### src/rtl/wvm_pkg.sv
// ----------------------------------------------------------------------------
// wvm_pkg
// Shared widths, codes and control types of the wavetable voice mixer.
// ----------------------------------------------------------------------------
`default_nettype none

package wvm_pkg;

  localparam int FRAC_BITS   = 16;
  localparam int TABLE_DEPTH = 4096;
  localparam int ADDR_W      = $clog2(TABLE_DEPTH);

  localparam int PHASE_W  = 28;
  localparam int LEN_W    = 13;
  localparam int GAIN_W   = 16;
  localparam int SAMPLE_W = 16;
  localparam int MIX_W    = 24;
  localparam int TADDR_W  = 12;
  localparam int ACTION_W = 2;
  localparam int CFG_W    = 28;
  localparam int CFG_IDX_W = 3;

  localparam int END_W = LEN_W + FRAC_BITS;
  localparam int CMP_W = (END_W > PHASE_W) ? END_W : PHASE_W;
  localparam int DIFF_W = SAMPLE_W + 1;
  localparam int PROD_W = DIFF_W + FRAC_BITS + 1;
  localparam int SCALED_W = GAIN_W + 1 + SAMPLE_W;
  localparam int SUM_W = SCALED_W + 1;

  localparam logic [ACTION_W-1:0] ACT_LOAD  = 2'd0;
  localparam logic [ACTION_W-1:0] ACT_START = 2'd1;
  localparam logic [ACTION_W-1:0] ACT_TICK  = 2'd2;

  localparam logic [CFG_IDX_W-1:0] REG_PHASE_INC  = 3'd0;
  localparam logic [CFG_IDX_W-1:0] REG_LOOP_START = 3'd1;
  localparam logic [CFG_IDX_W-1:0] REG_LOOP_END   = 3'd2;
  localparam logic [CFG_IDX_W-1:0] REG_TABLE_LEN  = 3'd3;
  localparam logic [CFG_IDX_W-1:0] REG_LOOP_EN    = 3'd4;
  localparam logic [CFG_IDX_W-1:0] REG_MIX_GAIN   = 3'd5;
  localparam logic [CFG_IDX_W-1:0] REG_INTERP_EN  = 3'd6;

  typedef struct packed {
    logic [PHASE_W-1:0] phase_increment;
    logic [PHASE_W-1:0] loop_start_phase;
    logic [PHASE_W-1:0] loop_end_phase;
    logic [LEN_W-1:0]   table_length;
    logic               loop_enable;
    logic [GAIN_W-1:0]  mix_gain;
    logic               interp_enable;
  } cfg_t;

  typedef struct packed {
    logic load;
    logic start;
    logic tick;
    logic diff_en;
    logic interp_en;
    logic scale_en;
    logic out_en;
  } cmd_t;

endpackage

`default_nettype wire

### src/rtl/wvm_cfg_regs.sv
// ----------------------------------------------------------------------------
// wvm_cfg_regs
// Configuration register file, write only, indexed writes.
// ----------------------------------------------------------------------------
`default_nettype none

module wvm_cfg_regs (
  input  wire logic                              clk,
  input  wire logic                              rst_n,
  input  wire logic                              cfg_we,
  input  wire logic [wvm_pkg::CFG_IDX_W-1:0]     cfg_index,
  input  wire logic [wvm_pkg::CFG_W-1:0]         cfg_data,
  output wvm_pkg::cfg_t                          cfg
);

  wvm_pkg::cfg_t cfg_r;

  always_ff @(posedge clk) begin
    if (!rst_n) begin
      cfg_r.phase_increment  <= wvm_pkg::PHASE_W'(65536);
      cfg_r.loop_start_phase <= '0;
      cfg_r.loop_end_phase   <= '0;
      cfg_r.table_length     <= wvm_pkg::LEN_W'(4096);
      cfg_r.loop_enable      <= 1'b0;
      cfg_r.mix_gain         <= wvm_pkg::GAIN_W'(32768);
      cfg_r.interp_enable    <= 1'b1;
    end else if (cfg_we) begin
      unique case (cfg_index)
        wvm_pkg::REG_PHASE_INC:  cfg_r.phase_increment  <= cfg_data[wvm_pkg::PHASE_W-1:0];
        wvm_pkg::REG_LOOP_START: cfg_r.loop_start_phase <= cfg_data[wvm_pkg::PHASE_W-1:0];
        wvm_pkg::REG_LOOP_END:   cfg_r.loop_end_phase   <= cfg_data[wvm_pkg::PHASE_W-1:0];
        wvm_pkg::REG_TABLE_LEN:  cfg_r.table_length     <= cfg_data[wvm_pkg::LEN_W-1:0];
        wvm_pkg::REG_LOOP_EN:    cfg_r.loop_enable      <= cfg_data[0];
        wvm_pkg::REG_MIX_GAIN:   cfg_r.mix_gain         <= cfg_data[wvm_pkg::GAIN_W-1:0];
        wvm_pkg::REG_INTERP_EN:  cfg_r.interp_enable    <= cfg_data[0];
        default: ;
      endcase
    end
  end

  assign cfg = cfg_r;

endmodule

`default_nettype wire

### config.mk
export PLATFORM = sky130hd
export DESIGN_NAME = wvm_cfg_regs
export DESIGN_NICKNAME = d
export VERILOG_FILES = /design/src/rtl/wvm_pkg.sv /design/src/rtl/wvm_cfg_regs.sv
export SDC_FILE = /design/constraint.sdc
export NUM_CORES = 1
export LEC_CHECK = 0
export BUFFER_PORTS_ARGS = -buffer_cell sky130_fd_sc_hd__buf_4
export CORE_MARGIN = 2
export CORE_UTILIZATION = 35
export DETAILED_ROUTE_END_ITERATION = 10
export PLACE_DENSITY = 0.6
export REMOVE_ABC_BUFFERS = 1
export SLEW_MARGIN = 20
export SYNTH_ARGS = -nofsm -noshare
export SYNTH_HDL_FRONTEND = slang
export SYNTH_SLANG_ARGS = --single-unit
### constraint.sdc
create_clock -name clk -period 1.15 [get_ports clk]
set_clock_uncertainty 0.2 [all_clocks]
set_input_delay 0.0575 -clock clk [delete_from_list [all_inputs] [get_ports clk]]
set_output_delay 0.0575 -clock clk [all_outputs]
set_load 0.05 [all_outputs]
==> results.ini <==
[timing]
rsz0062_at_grt=true
worst_pin_slew_ns=0.289
whs_ns=-0.0277
slew_headroom_pct=80.8
layout_min_cycle_time_ns=1.17
max_freq_mhz=853
setup_ws_ns=-0.0223
finalSetupViolCount=32
hold_viol=45
setup_tns_ns=-0.179
period_share_pct=102
drv_slew=0

[critical_path]
worstSetupPathType=register to output port
critPathRequiredTime_ns=0.89
cpPeakStageDelay_ns=0.36
path_delay_family=flip-flops
crit_chain=buf_8
timing.rr.start=cfg[22]
cp_slowest_cell=dfxtp_2
crit_arrival_ns=0.91
critPathCaptureType=output port
startpoint=cfg[66]
critPathMaxFanout=2
cp-start-kind=register
critPathBufInv=1

[clock_network]
clkSinkCount=115
cts_made_buffers=17
worstSkewPairLatency_ns=0.40
cts-root-buf=clkbuf_16
cts_max_path_buffers=2
ctsHtreeMaxLevel=4
path_clk_slew_ns=0.05
cts_tree=done

[die]
die_y_um=115
initial_core_util_pct=36.0
rows=40
fp.dieW_um=115
coreArea_sq_mm=0.0120
die_area_sq_mm=0.0133
io_pins=149

[power]
power.leakage_nw=3.56
power_density_mw_per_mm2=1400
vdd_drop_max_v=0.000920

[drt]
num_vias=3702
wl_mm=12.0
dr.pass1.iters=4
drc=0
wl_per_cell_um=15.2
first_iter_violations=219
avgViaCountPerCell=4.69
antenna_left=0

[logic_synthesis]
yosysWarnings=0
ys_seq_elements=115
synth_edf_count=0
syn_inst=412
synth-async-reset-ratio_pct=0
synth.avg_cell_area_sq_um=10.5
yosys.area.top_type=dfxtp_1
yosysMostFrequentCell=nand2_1
yosysUniqueCellTypes=17
ys.flop_type=dfxtp_1
synthTopCellsByCount=nand2_1, dfxtp_1, mux2i_1
synth_top_cell_area_share_pct=53.3
ys_seq_area_share_pct=53.3
ys_top_cells_by_area=dfxtp_1, mux2i_1, nand2_1
syn-cell-area_sq_mm=0.00432

[placement]
numPortBuffers=148
gp_congestion=0.699
hpwlAfterDp_mm=7.37
placed_cell_area_sq_mm=0.00565

[grt]
grt_max_degree=72
grt_overflow=0
grt_pass1_wl_mm=18.8
grt_pass1_vias=3775
grt_usage_pct=18.2
antenna_found_initial=0

[final_layout]
area_growth_pct=81.1
stdcell_area_sq_mm=0.00783
nNetsFinal=663
largest_reg_flops=115
antenna_cells=0
drive_gt1_share_pct=53.1

[worst_hold_path]
hold_path.class=primary input to register
timing.hold.worst.start=rst_n

[outcome]
violations=negative hold slack, negative setup slack
status=finished, violations left

[run]
drv_cap=0

==> metal layers <==
layer / share of wire (%) / up-vias / global-route usage, %
li1: - / 1803 / -
met1: 43 / 1770 / 22.4
met2: 50 / 116 / 30.6
met3: 5.4 / 13 / 5.17
met4: 1.4 / 0 / 6.43
met5: 0 / - / 0
==> cell families (layout without fill, tap and decap cells) <==
family                 Yosys count  in the layout  share of synthesized area, %
multiplexers                   115            115                          26.6
AND/OR/NAND/NOR                154            154                          15.2
buffers and inverters           28            258                          4.92
flip-flops                     115            115                          53.3
==> cells in the final DEF (no fill, tap or decap), drive strengths merged <==
| cell type | netlist | final |
|---|---|---|
| buf | 16 | 191 |
| nand2 | 139 | 139 |
| mux2i | 115 | 115 |
| dfxtp | 115 | 115 |
| dlygate4sd3 | 0 | 35 |
| clkbuf | 12 | 23 |
| nor2b | 8 | 8 |
| bufinv | 0 | 4 |
| clkinv | 0 | 3 |
| nand4b | 3 | 3 |
| and4bb | 2 | 2 |
| clkinvlp | 0 | 2 |
| nor4b | 1 | 1 |
| nand4bb | 1 | 1 |
==> final timing paths <==
check / endpoint / slack [ns] / cells past startpoint
worst min-delay path: cfg[89] / -0.03 / 4
worst max register to register: cfg[22] / 0.15 / 4
worst max-delay path: cfg[66] / -0.02 / 1
worst min register to register: cfg[44] / 0.27 / 2
==> where the power goes <==
group	leakage, nW	switching (W)	internal [W]
Combinational	2.27	0.000639	0.000554
Clock	0.309	0.00176	0.00384
Sequential	0.983	0.0000814	0.00410
==> per-stage QoR <==
stage	instances	total power [W]	hold slack (ns)	util, %	setup slack, ns
2_1_floorplan	384	0.00472	0.00512	-	-1.84
3_3_place_gp	694	0.00514	0.119	47.1	-0.113
3_5_place_dp	694	0.00516	0.134	47.1	-0.199
4_1_cts	770	0.0110	-0.0355	63.0	-0.0300
5_1_grt	789	0.0114	-0.0128	65.2	-0.0449
6_report	789	0.0110	-0.0277	65.2	-0.0223
==> layout make-up <==
| cell class | count | area (sq um) |
|---|---|---|
| Multi-Input combinational cell | 269 | 1830 |
| Sequential cell | 115 | 2450 |
| Fill cell | 894 | 4190 |
| Timing Repair Buffer | 226 | 2730 |
| Clock buffer | 23 | 488 |
| Tap cell | 147 | 184 |
| Clock inverter | 9 | 150 |
==> what timing repair did <==
item	in CTS	in global routing
endpoints found under the hold margin	115	16
setup buffers	12	16
hold buffers	32	3
endpoints found under the setup margin	115	115
gates resized for setup	308	28
Note: power is estimated with default switching activity, not from simulation.
