--- config.mk ---
export PLATFORM = sky130hd
export DESIGN_NAME = wvm_ctrl
export DESIGN_NICKNAME = d
export VERILOG_FILES = /design/src/rtl/wvm_pkg.sv /design/src/rtl/wvm_ctrl.sv
export SDC_FILE = /design/constraint.sdc
export NUM_CORES = 1
export LEC_CHECK = 0
export ABC_AREA = 1
export BUFFER_PORTS_ARGS = -buffer_cell sky130_fd_sc_hd__clkbuf_2
export CAP_MARGIN = 20
export CORE_AREA = 2 2 39 41
export DETAILED_ROUTE_END_ITERATION = 16
export DIE_AREA = 0 0 41 43
export SYNTH_ARGS = -nofsm -noshare
export SYNTH_HDL_FRONTEND = slang
export SYNTH_SLANG_ARGS = --single-unit
--- constraint.sdc ---
create_clock -name clk -period 1.5 [get_ports clk]
set_input_delay 0.225 -clock clk [delete_from_list [all_inputs] [get_ports clk]]
set_output_delay 0.225 -clock clk [all_outputs]
set_load 0.05 [all_outputs]
--- src/rtl/wvm_pkg.sv ---
// ----------------------------------------------------------------------------
// wvm_pkg
// Shared widths, codes and control types of the wavetable voice mixer.
// ----------------------------------------------------------------------------
`default_nettype none

package wvm_pkg;

  localparam int FRAC_BITS   = 16;
  localparam int TABLE_DEPTH = 4096;
  localparam int ADDR_W      = $clog2(TABLE_DEPTH);

  localparam int PHASE_W  = 28;
  localparam int LEN_W    = 13;
  localparam int GAIN_W   = 16;
  localparam int SAMPLE_W = 16;
  localparam int MIX_W    = 24;
  localparam int TADDR_W  = 12;
  localparam int ACTION_W = 2;
  localparam int CFG_W    = 28;
  localparam int CFG_IDX_W = 3;

  localparam int END_W = LEN_W + FRAC_BITS;
  localparam int CMP_W = (END_W > PHASE_W) ? END_W : PHASE_W;
  localparam int DIFF_W = SAMPLE_W + 1;
  localparam int PROD_W = DIFF_W + FRAC_BITS + 1;
  localparam int SCALED_W = GAIN_W + 1 + SAMPLE_W;
  localparam int SUM_W = SCALED_W + 1;

  localparam logic [ACTION_W-1:0] ACT_LOAD  = 2'd0;
  localparam logic [ACTION_W-1:0] ACT_START = 2'd1;
  localparam logic [ACTION_W-1:0] ACT_TICK  = 2'd2;

  localparam logic [CFG_IDX_W-1:0] REG_PHASE_INC  = 3'd0;
  localparam logic [CFG_IDX_W-1:0] REG_LOOP_START = 3'd1;
  localparam logic [CFG_IDX_W-1:0] REG_LOOP_END   = 3'd2;
  localparam logic [CFG_IDX_W-1:0] REG_TABLE_LEN  = 3'd3;
  localparam logic [CFG_IDX_W-1:0] REG_LOOP_EN    = 3'd4;
  localparam logic [CFG_IDX_W-1:0] REG_MIX_GAIN   = 3'd5;
  localparam logic [CFG_IDX_W-1:0] REG_INTERP_EN  = 3'd6;

  typedef struct packed {
    logic [PHASE_W-1:0] phase_increment;
    logic [PHASE_W-1:0] loop_start_phase;
    logic [PHASE_W-1:0] loop_end_phase;
    logic [LEN_W-1:0]   table_length;
    logic               loop_enable;
    logic [GAIN_W-1:0]  mix_gain;
    logic               interp_enable;
  } cfg_t;

  typedef struct packed {
    logic load;
    logic start;
    logic tick;
    logic diff_en;
    logic interp_en;
    logic scale_en;
    logic out_en;
  } cmd_t;

endpackage

`default_nettype wire

--- src/rtl/wvm_ctrl.sv ---
// ----------------------------------------------------------------------------
// wvm_ctrl
// Sequencer: accepts items, steps a tick through the datapath stages and
// owns the result valid flag.
// ----------------------------------------------------------------------------
`default_nettype none

module wvm_ctrl (
  input  wire logic                            clk,
  input  wire logic                            rst_n,
  input  wire logic                            in_valid,
  input  wire logic [wvm_pkg::ACTION_W-1:0]    in_action,
  output      logic                            in_ready,
  output      logic                            out_valid,
  input  wire logic                            out_ready,
  output      wvm_pkg::cmd_t                   cmd
);

  typedef enum logic [2:0] {
    ST_IDLE,
    ST_READ,
    ST_INTERP,
    ST_SCALE,
    ST_MIX
  } state_t;

  state_t state_r;
  logic   out_valid_r;
  logic   in_fire;
  logic   out_free;

  assign in_ready = (state_r == ST_IDLE);
  assign in_fire  = in_valid && in_ready;
  assign out_free = !out_valid_r || out_ready;

  always_comb begin
    cmd = '0;
    if (in_fire) begin
      unique case (in_action)
        wvm_pkg::ACT_LOAD:  cmd.load  = 1'b1;
        wvm_pkg::ACT_START: cmd.start = 1'b1;
        wvm_pkg::ACT_TICK:  cmd.tick  = 1'b1;
        default: ;
      endcase
    end
    cmd.diff_en   = (state_r == ST_READ);
    cmd.interp_en = (state_r == ST_INTERP);
    cmd.scale_en  = (state_r == ST_SCALE);
    cmd.out_en    = (state_r == ST_MIX) && out_free;
  end

  always_ff @(posedge clk) begin
    if (!rst_n) begin
      state_r     <= ST_IDLE;
      out_valid_r <= 1'b0;
    end else begin
      if (cmd.out_en) begin
        out_valid_r <= 1'b1;
      end else if (out_valid_r && out_ready) begin
        out_valid_r <= 1'b0;
      end
      unique case (state_r)
        ST_IDLE: begin
          if (cmd.tick) begin
            state_r <= ST_READ;
          end
        end
        ST_READ:   state_r <= ST_INTERP;
        ST_INTERP: state_r <= ST_SCALE;
        ST_SCALE:  state_r <= ST_MIX;
        ST_MIX: begin
          if (out_free) begin
            state_r <= ST_IDLE;
          end
        end
        default: state_r <= ST_IDLE;
      endcase
    end
  end

  assign out_valid = out_valid_r;

endmodule

`default_nettype wire

==> results.tsv, run 1 <==
stage	metric	value	unit
run_status	status	finished, final reports clean	
timing	skew	0.00135	ns
place	gp_congestion	0.767	
synthesis	synth_area_leaders	dfxtp_1 32%, inv_1 11%, nor2_1 7.6%	
clock_network	insertion_delay	0.23	ns
final_layout	layout-drive-gt1-share	63.0	%
die	die_x	41	um
global_routing	grt_pass1_vias	279	
timing	relSlewSlack	80.4	%
global_routing	grt_pass1_wl	1040	um
final_layout	fill_cells	148	
clock_network	clockBufferDepth	2	
power	vdd_drop_max	0.608	mV
min_path	hold_start	rst_n	
final_layout	nets	62	
clock_network	clk_pin_slew	0.03	ns
clock_network	ctsHoldBuffers	0	
power	p_leak	0.228	nW
detailed_routing	wl	572	um
clock_network	numCtsBuffers	3	
place	hpwlAfterDp	457	um
final_layout	fin_util	33.2	%
synthesis	synth_cell_types	17	
synthesis	synth_largest_area_cell	dfxtp_1	
detailed_routing	drc	0	
synthesis	synthCells	35	
global_routing	grt_max_degree	6	
detailed_routing	first_iter_violations	3	
timing	drv_slew	0	
synthesis	seq_area_frac_synth	32.5	%
die	row_count	14	
worst_setup_path	criticalPathCategory	flip-flop to primary output	
die	core_area	1380	um^2
power	pwr_density_cell	1120	nW/um^2
worst_setup_path	required	1.27	ns
synthesis	yosys_warnings	0	
die	initial_core_util	17.8	%
global_routing	grt_overflow	0	
detailed_routing	via_per_inst	4.00	
timing	max_freq	688	MHz
die	die_h	43	um
clock_network	cts-root-buf	clkbuf_4	
worst_setup_path	r2r-start	state_r[0]	
synthesis	netlist.area_leader.share	32.5	%
synthesis	syn-mean-instance-area	7.04	um^2
synthesis	netlist_area	246	um^2
timing	rsz0062_at_grt	yes	
worst_setup_path	cp-startpoint	state_r[0]	
detailed_routing	dr.pass1.iters	2	
flow_run	cap_viol_max_count	0	
power	p_total	515	uW
clock_network	cts_tree	done	
die	dieArea	1760	um^2
synthesis	synth_nets	41	
synthesis	synth-seq-cells	4	
timing	post-route-period-util	96.9	%
final_layout	diodes	0	
worst_setup_path	cp-start-kind	flip-flop	
clock_network	h-tree-depth	1	
global_routing	antenna_found_initial	0	
clock_network	cts_sinks	4	
die	ios	15	
timing	layout_min_cycle_time	1.45	ns
global_routing	grtUsageTotal	9.25	%
worst_setup_path	critPathMaxFanout	4	
timing	setup_viol	0	
detailed_routing	wl_per_cell	8.17	um
detailed_routing	ant_nets	0	
worst_setup_path	crit_arrival	1.23	ns
timing	finalHoldViolCount	0	
timing	max_slew.worst_pin.slew	0.293	ns
detailed_routing	num_vias	280	
min_path	hp-class	input port to flip-flop	
worst_setup_path	cp-end-kind	primary output	
final_layout	syn_to_final_growth	86.3	%
place	io_buffers	14	
-- registers in the layout, summed over array words and instances, names as in the netlist --
register,count
out_valid,1
state_r,3
-- Yosys cell counts --
library cell,instances
clkinv_4,1
nor2_1,5
nand2_1,2
nor3_1,2
a21oi_1,1
nor2_2,1
nand2_4,1
dfxtp_1,4
nor2_4,1
o21a_1,1
inv_2,2
nand2_2,1
nor3_2,1
nand3_1,3
o21ai_2,1
nor4_1,1
inv_1,7
-- routing by layer --
layer / track usage (%) / share of wire [%]
met4: 2.00 / 0
met5: 0 / 0
met1: 9.03 / 37
met2: 13.4 / 50
met3: 9.42 / 13
-- cell usage in the layout (no fill, tap or decap), types with 2 or more instances in the layout --
cell	n
buf_8	2
clkbuf_2	10
clkbuf_4	4
dfxtp_1	2
inv_1	7
inv_2	2
nand2_1	2
nand2_4	2
nand3_1	3
nor2_1	4
nor2_2	2
nor3_4	2
-- path summary, 6_finish.rpt --
check	slack [ns]	end	depth (start not counted)
setup reg to reg	0.49	state_r[0]	5
hold reg to reg	0.58	state_r[2]	2
setup / recovery	0.05	cmd[0]	3
hold / removal	0.21	state_r[1]	2
-- layout make-up --
| cell class | instances | area (um^2) | area share [%] |
|---|---|---|---|
| Multi-Input combinational cell | 21 | 169 | 36.8 |
| Timing Repair Buffer | 16 | 120 | 26.2 |
| Inverter | 10 | 42.5 | 9.26 |
| Clock buffer | 3 | 22.5 | 4.90 |
| Sequential cell | 4 | 85.1 | 18.5 |
| Tap cell | 16 | 20.0 | 4.36 |
-- cell families after synthesis --
| kind of cell | count (synthesis) | synth area share [%] |
|---|---|---|
| and+or+nand+nor | 18 | 41.6 |
| buffers and inverters | 10 | 17.3 |
| AOI/OAI and AO/OA | 3 | 8.63 |
| DFF | 4 | 32.5 |
-- power by group --
group / leakage, nW / internal (mW) / total (mW) / switching (mW)
registers: 0.0336 / 0.119 / 0.136 / 0.0168
clock network: 0.0138 / 0.0891 / 0.128 / 0.0388
logic: 0.180 / 0.0886 / 0.250 / 0.162
-- repair_timing --
action                                  in CTS  in global routing
setup buffers                                2                  0
gates resized for setup                      6                  4
pin swaps                                    3                  1
endpoints found under the setup margin       3                  8
-- critical path, stage by stage (launching register included) --
cell and delay, ns:
dfxtp_4 0.35, buf_12 0.13, nor4_4 0.23, buf_2 0.29
-- metrics by stage --
stage	setup TNS [ns]	instances	hold WS, ns	instance area (um^2)	setup slack (ns)
3_3_place_gp	0	65	0.447	383	0.145
4_1_cts	0	70	0.210	455	0.00891
6_report	0	70	0.214	459	0.0464
3_5_place_dp	0	65	0.449	383	0.137
2_1_floorplan	-0.233	35	0.343	293	-0.105
5_1_grt	-0.00305	70	0.221	459	-0.00305
Power figures use the tool's default switching activity.
==> inputs of run 2 (changes only) <==
--- a/config.mk
+++ b/config.mk
@@ -9,6 +9,7 @@
 export BUFFER_PORTS_ARGS = -buffer_cell sky130_fd_sc_hd__clkbuf_2
 export CAP_MARGIN = 20
 export CORE_AREA = 2 2 39 41
+export CTS_CLUSTER_SIZE = 16
 export DETAILED_ROUTE_END_ITERATION = 16
 export DIE_AREA = 0 0 41 43
 export SYNTH_ARGS = -nofsm -noshare
==> constraint.sdc (replaced) <==
create_clock -name clk -period 1.6 [get_ports clk]
set_input_delay 0.24 -clock clk [delete_from_list [all_inputs] [get_ports clk]]
set_output_delay 0.24 -clock clk [all_outputs]
set_load 0.05 [all_outputs]
==> run 2 against run 1 <==
Net effect:
- via count fell by 7.5%
- clock skew barely moved
- sequential share of layout area rose by 2.4 points
- cell area fell by 17%
- non-clock buffer count fell by 2
- cell count fell by 2.9%
- combinational power fell by 27%
- critical path type unchanged
- clock power fell by 6%
- wire length fell by 12%
==> results.tsv, run 2 (synthesized netlist as in run 1, its figures left out) <==
stage	metric	value	unit	change
place	pre_cts_ws	0.270	ns	+0.133 ns
timing	post-route-period-util	95.0	%	
timing	final.setup.tns	0	ns	unchanged
final_layout	final_common_cell	clkbuf_2		
place	hpwlAfterDp	449	um	-1.7%
worst_setup_path	cp-end-kind	primary output		
clock_network	cts_sinks	4		unchanged
run_status	status	finished, final reports clean		
worst_setup_path	r2r_setup_slack	0.66	ns	+0.17 ns
min_path	hp-class	input port to flip-flop		
min_path	hold_start	rst_n		
worst_setup_path	crit_arrival	1.28	ns	+0.05 ns
final_layout	diodes	0		unchanged
place	gp_congestion	0.733		-4.5%
detailed_routing	dr.pass1.iters	3		+1
timing	finalHoldViolCount	0		unchanged
final_layout	syn_to_final_growth	55.3	%	
clock_network	cts_tree	done		
clock_network	insertion_delay	0.23	ns	about the same
die	dieArea	1760	um^2	unchanged
timing	layout_min_cycle_time	1.52	ns	
die	core_area	1380	um^2	unchanged
global_routing	grt_overflow	0		unchanged
die	ios	15		unchanged
detailed_routing	num_vias	259		-7.5%
die	die_h	43	um	unchanged
global_routing	grt_pass1_wl	869	um	-16%
power	p_leak	0.201	nW	-12%
timing	holdWs	0.240	ns	+0.0261 ns
worst_setup_path	required	1.36	ns	+0.09 ns
worst_setup_path	rr_worst_depth	4		-1
final_layout	nets	60		-3.2%
clock_network	h-tree-depth	1		unchanged
timing	max_freq	658	MHz	
place	place_inst	65		unchanged
die	die_x	41	um	unchanged
worst_setup_path	critPathMaxFanout	5		+1
global_routing	antenna_found_initial	0		unchanged
timing	rsz0062_at_grt	no		
worst_setup_path	criticalPathCategory	flip-flop to primary output		
detailed_routing	drc	0		unchanged
flow_run	cap_viol_max_count	0		unchanged
timing	skew	0.00156	ns	+0.000210 ns
place	io_buffers	14		unchanged
timing	max_slew.worst_pin.slew	0.279	ns	-0.0143 ns
min_path	holdPathEnd	state_r[1]		
timing	timing.final.ws_setup	0.0798	ns	+0.0334 ns
clock_network	post_cts_buffers	0		-2
detailed_routing	wl_per_cell	7.41	um	-9.3%
timing	setup_viol	0		unchanged
min_path	min_path_cells	2		unchanged
clock_network	cts-root-buf	clkbuf_4		
final_layout	layout_common_cells	11 x clkbuf_2, 7 x inv_1, 4 x nor2_1, 4 x clkbuf_4, 4 x dfxtp_1		
clock_network	ctsHoldBuffers	0		unchanged
worst_setup_path	reg2reg_to	state_r[1]		
global_routing	grt_max_degree	6		unchanged
clock_network	numCtsBuffers	3		unchanged
die	initial_core_util	17.8	%	unchanged
final_layout	fin_cells	68		-2.9%
global_routing	grt_pass1_vias	255		-8.6%
clock_network	clk_pin_slew	0.03	ns	about the same
clock_network	clockBufferDepth	2		unchanged
power	p_total	428	uW	-17%
power	pwr_density_cell	1120	nW/um^2	-0.22%
detailed_routing	ant_nets	0		unchanged
global_routing	grtUsageTotal	7.44	%	-1.8 points
detailed_routing	first_iter_violations	1		-2
die	row_count	14		unchanged
timing	drv_slew	0		unchanged
worst_setup_path	r2r-start	state_r[1]		
detailed_routing	wl	504	um	-12%
final_layout	layout-drive-gt1-share	57.7	%	-5.3 points
final_layout	top_register	state_r		
final_layout	largest_reg_flops	3		unchanged
worst_setup_path	cp-start-kind	flip-flop		
power	vdd_drop_max	0.390	mV	-36%
timing	relSlewSlack	81.4	%	+1.0 points
detailed_routing	via_per_inst	3.81		-4.8%
==> run 2: cell count changes in the layout (fill, tap and decap cells not counted), sizes merged <==
cell / delta
buf: -3
clkbuf: +1
==> run 2: through the flow <==
stage / cell area [um^2] / utilization (%)
finish: 383 / 27.7
global route: 383 / 27.7
CTS: 378 / 27.3
detailed placement: 355 / 25.7
global placement: 355 / 25.7
floorplan: 265 / -
==> run 2: what timing repair did <==
item                       4_1_cts  5_1_grt
resized for setup                0        6
setup endpoints to repair        0        3
hold endpoints to repair         0        0
==> run 2: layout make-up <==
type                            instances  area (um^2)
Clock buffer                            3         22.5
Fill cell                             157         1000
Inverter                               10         42.5
Multi-Input combinational cell         21          143
Sequential cell                         4         80.1
Tap cell                               16         20.0
Timing Repair Buffer                   14         75.1
==> run 2: worst max-delay path by stage <==
stage,startpoint,end,slack [ns],cells after the start
CTS,state_r[0],cmd[5],0.02,6
floorplan,state_r[0],cmd[5],-0.19,5
global placement,state_r[0],cmd[6],0.29,6
global route,state_r[0],cmd[5],0.0003,6
detailed placement,state_r[0],cmd[5],0.27,6
finish,state_r[0],cmd[5],0.08,6
==> run 2: where the power goes <==
group | total [mW] | internal, mW | switching (mW)
clock network | 0.120 | 0.0835 | 0.0362
logic | 0.183 | 0.0500 | 0.133
registers | 0.125 | 0.109 | 0.0160
total | 0.428 | 0.243 | 0.185
==> run 2: critical path, cell delays in order, from the launching register on <==
cell and delay, ns:
dfxtp_1 0.35, inv_2 0.08, nand2_4 0.06, nor2_4 0.11
nand2_2 0.09, nor3_2 0.11, clkbuf_4 0.25
==> run 2: metal layers <==
layer	up-vias	part of all wire (%)	global-route usage, %	wire, um
met2	3	58	11.6	293
met1	114	36	6.77	183
met3	0	5.4	2.09	27
li1	142	-	-	-
met5	-	0	0	0
met4	0	0	8.00	0
==> inputs of run 3 (changes only) <==
==> constraint.sdc (replaced) <==
create_clock -name clk -period 1.6 [get_ports clk]
set_input_delay 0 -clock clk [delete_from_list [all_inputs] [get_ports clk]]
set_output_delay 0 -clock clk [all_outputs]
set_load 0.05 [all_outputs]
==> run 3 against run 2 <==
Net effect:
- cell count increased by 1.5%
- cell area decreased by 2.0%
- utilization decreased by 0.54 points
- highest routed layer unchanged
==> results.tsv, run 3 (synthesized netlist as in run 1, its figures left out) <==
stage	metric	value	unit	change
detailed_routing	via_per_inst	3.91		+2.7%
power	pwr_density_cell	1130	nW/um^2	+1.3%
clock_network	cts-root-buf	clkbuf_4		
timing	setup_viol	0		unchanged
timing	relSlewSlack	81.4	%	about the same
place	place_area	343	um^2	-3.5%
clock_network	post_cts_buffers	0		unchanged
clock_network	clockBufferDepth	2		unchanged
worst_setup_path	r2r_setup_slack	0.66	ns	about the same
timing	rsz0062_at_grt	no		
worst_setup_path	required	1.60	ns	+0.24 ns
clock_network	insertion_delay	0.23	ns	about the same
final_layout	fin_area	375	um^2	-2.0%
die	die_h	43	um	unchanged
global_routing	antenna_found_initial	0		unchanged
flow_run	cap_viol_max_count	0		unchanged
global_routing	grtUsageTotal	7.13	%	-0.31 points
final_layout	fin_cells	69		+1.5%
timing	timing.final.ws_setup	0.275	ns	+0.195 ns
clock_network	ctsHoldBuffers	1		+1
clock_network	cts_sinks	4		unchanged
worst_setup_path	criticalPathCategory	flip-flop to primary output		
power	vdd_drop_max	0.345	mV	-11%
detailed_routing	dr.pass1.iters	1		-2
timing	max_slew.worst_pin.slew	0.278	ns	-0.000172 ns
power	p_comb_share	41.8	%	-0.9 points
power	intPower	242	uW	-0.47%
timing	skew	0.00507	ns	+0.00351 ns
place	pre_cts_ws	0.500	ns	+0.230 ns
detailed_routing	first_iter_violations	0		-1
place	place_inst	65		unchanged
power	power.share.sequential	29.5	%	+0.2 points
worst_setup_path	cp-end-kind	primary output		
power	p_total	425	uW	-0.69%
timing	max_freq	755	MHz	+15%
place	io_buffers	14		unchanged
final_layout	layout_common_cells	14 x clkbuf_2, 7 x inv_1, 5 x nor2_1		
min_path	hp-class	input port to flip-flop		
power	p_sw_share	43.1	%	-0.13 points
die	dieArea	1760	um^2	unchanged
clock_network	cts_resized	0		unchanged
worst_setup_path	crit_arrival	1.33	ns	+0.05 ns
final_layout	largest_reg_flops	3		unchanged
final_layout	layout-drive-gt1-share	50.9	%	-6.7 points
die	row_count	14		unchanged
power	switchingPower	183	uW	-0.99%
final_layout	top_register	state_r		
final_layout	final_common_cell	clkbuf_2		
final_layout	syn_to_final_growth	52.3	%	
timing	post-route-period-util	82.8	%	-12 points
timing	finalHoldViolCount	0		unchanged
detailed_routing	ant_nets	0		unchanged
final_layout	nets	61		+1.7%
die	core_area	1380	um^2	unchanged
power	p_clk_share	28.8	%	+0.8 points
clock_network	clk_pin_slew	0.04	ns	about the same
timing	holdWs	0.103	ns	-0.137 ns
detailed_routing	drc	0		unchanged
die	ios	15		unchanged
final_layout	diodes	0		unchanged
clock_network	cts_tree	done		
global_routing	grt_pass1_vias	245		-3.9%
global_routing	grt_pass1_wl	793	um	-8.7%
clock_network	numCtsBuffers	3		unchanged
timing	layout_min_cycle_time	1.33	ns	-0.195 ns
worst_setup_path	cp-start-kind	flip-flop		
detailed_routing	wl	492	um	-2.4%
place	gp_congestion	0.662		-9.7%
run_status	status	finished, final reports clean		
power	p_leak	0.201	nW	+0.22%
detailed_routing	wl_per_cell	7.13	um	-3.8%
worst_setup_path	critPathMaxFanout	5		unchanged
clock_network	h-tree-depth	1		unchanged
detailed_routing	num_vias	270		+4.2%
die	die_x	41	um	unchanged
die	initial_core_util	17.8	%	unchanged
timing	drv_slew	0		unchanged
global_routing	grt_overflow	0		unchanged
place	hpwlAfterDp	446	um	-0.76%
global_routing	grt_max_degree	6		unchanged
## run 3: worst paths after layout
path                            startpoint    endpoint  depth (start not counted)
worst max register to register  state_r[1]  state_r[1]                          4
worst max-delay path            state_r[0]      cmd[6]                          6
worst min-delay path             out_ready   out_valid                          4
worst min register to register  state_r[0]  state_r[2]                          2
## run 3: layout make-up
class	instances	area [um^2]
multi-input combinational	21	130
clock buffer	3	22.5
fill	157	1010
sequential	4	80.1
timing repair buffer	15	80.1
inverter	10	42.5
tap	16	20.0
## run 3: per-stage QoR
stage          TNS [ns]  utilization [%]
3_3_place_gp          0             24.8
6_report              0             27.1
2_1_floorplan    -0.675                -
4_1_cts               0             27.1
3_5_place_dp          0             24.8
5_1_grt               0             27.1
## run 3: metal layers
metal / share of wire (%) / GRT usage (%) / vias to the layer above / wire length (um)
met1: 35 / 5.14 / 121 / 174
met4: 0 / 6.00 / 0 / 0
met2: 60 / 11.6 / 3 / 294
met5: 0 / 0 / - / 0
li1: - / - / 146 / -
met3: 4.7 / 4.71 / 0 / 23
## run 3: power groups by stage
| stage | combinational, mW | clock (mW) | sequential, mW |
|---|---|---|---|
| after floorplan | 0.142 | 0 | 0.126 |
| after global placement | 0.177 | 0 | 0.126 |
| after detailed placement | 0.178 | 0 | 0.127 |
| after CTS | 0.180 | 0.128 | 0.126 |
| after global routing | 0.189 | 0.138 | 0.127 |
| final | 0.177 | 0.122 | 0.125 |
## run 3: critical path, stage by stage (launching register included)
cell and delay, ns:
dfxtp_1 0.35, inv_2 0.09, nand2_4 0.06, nor2_4 0.11
nand2_2 0.07, nor3_1 0.12, clkbuf_2 0.30
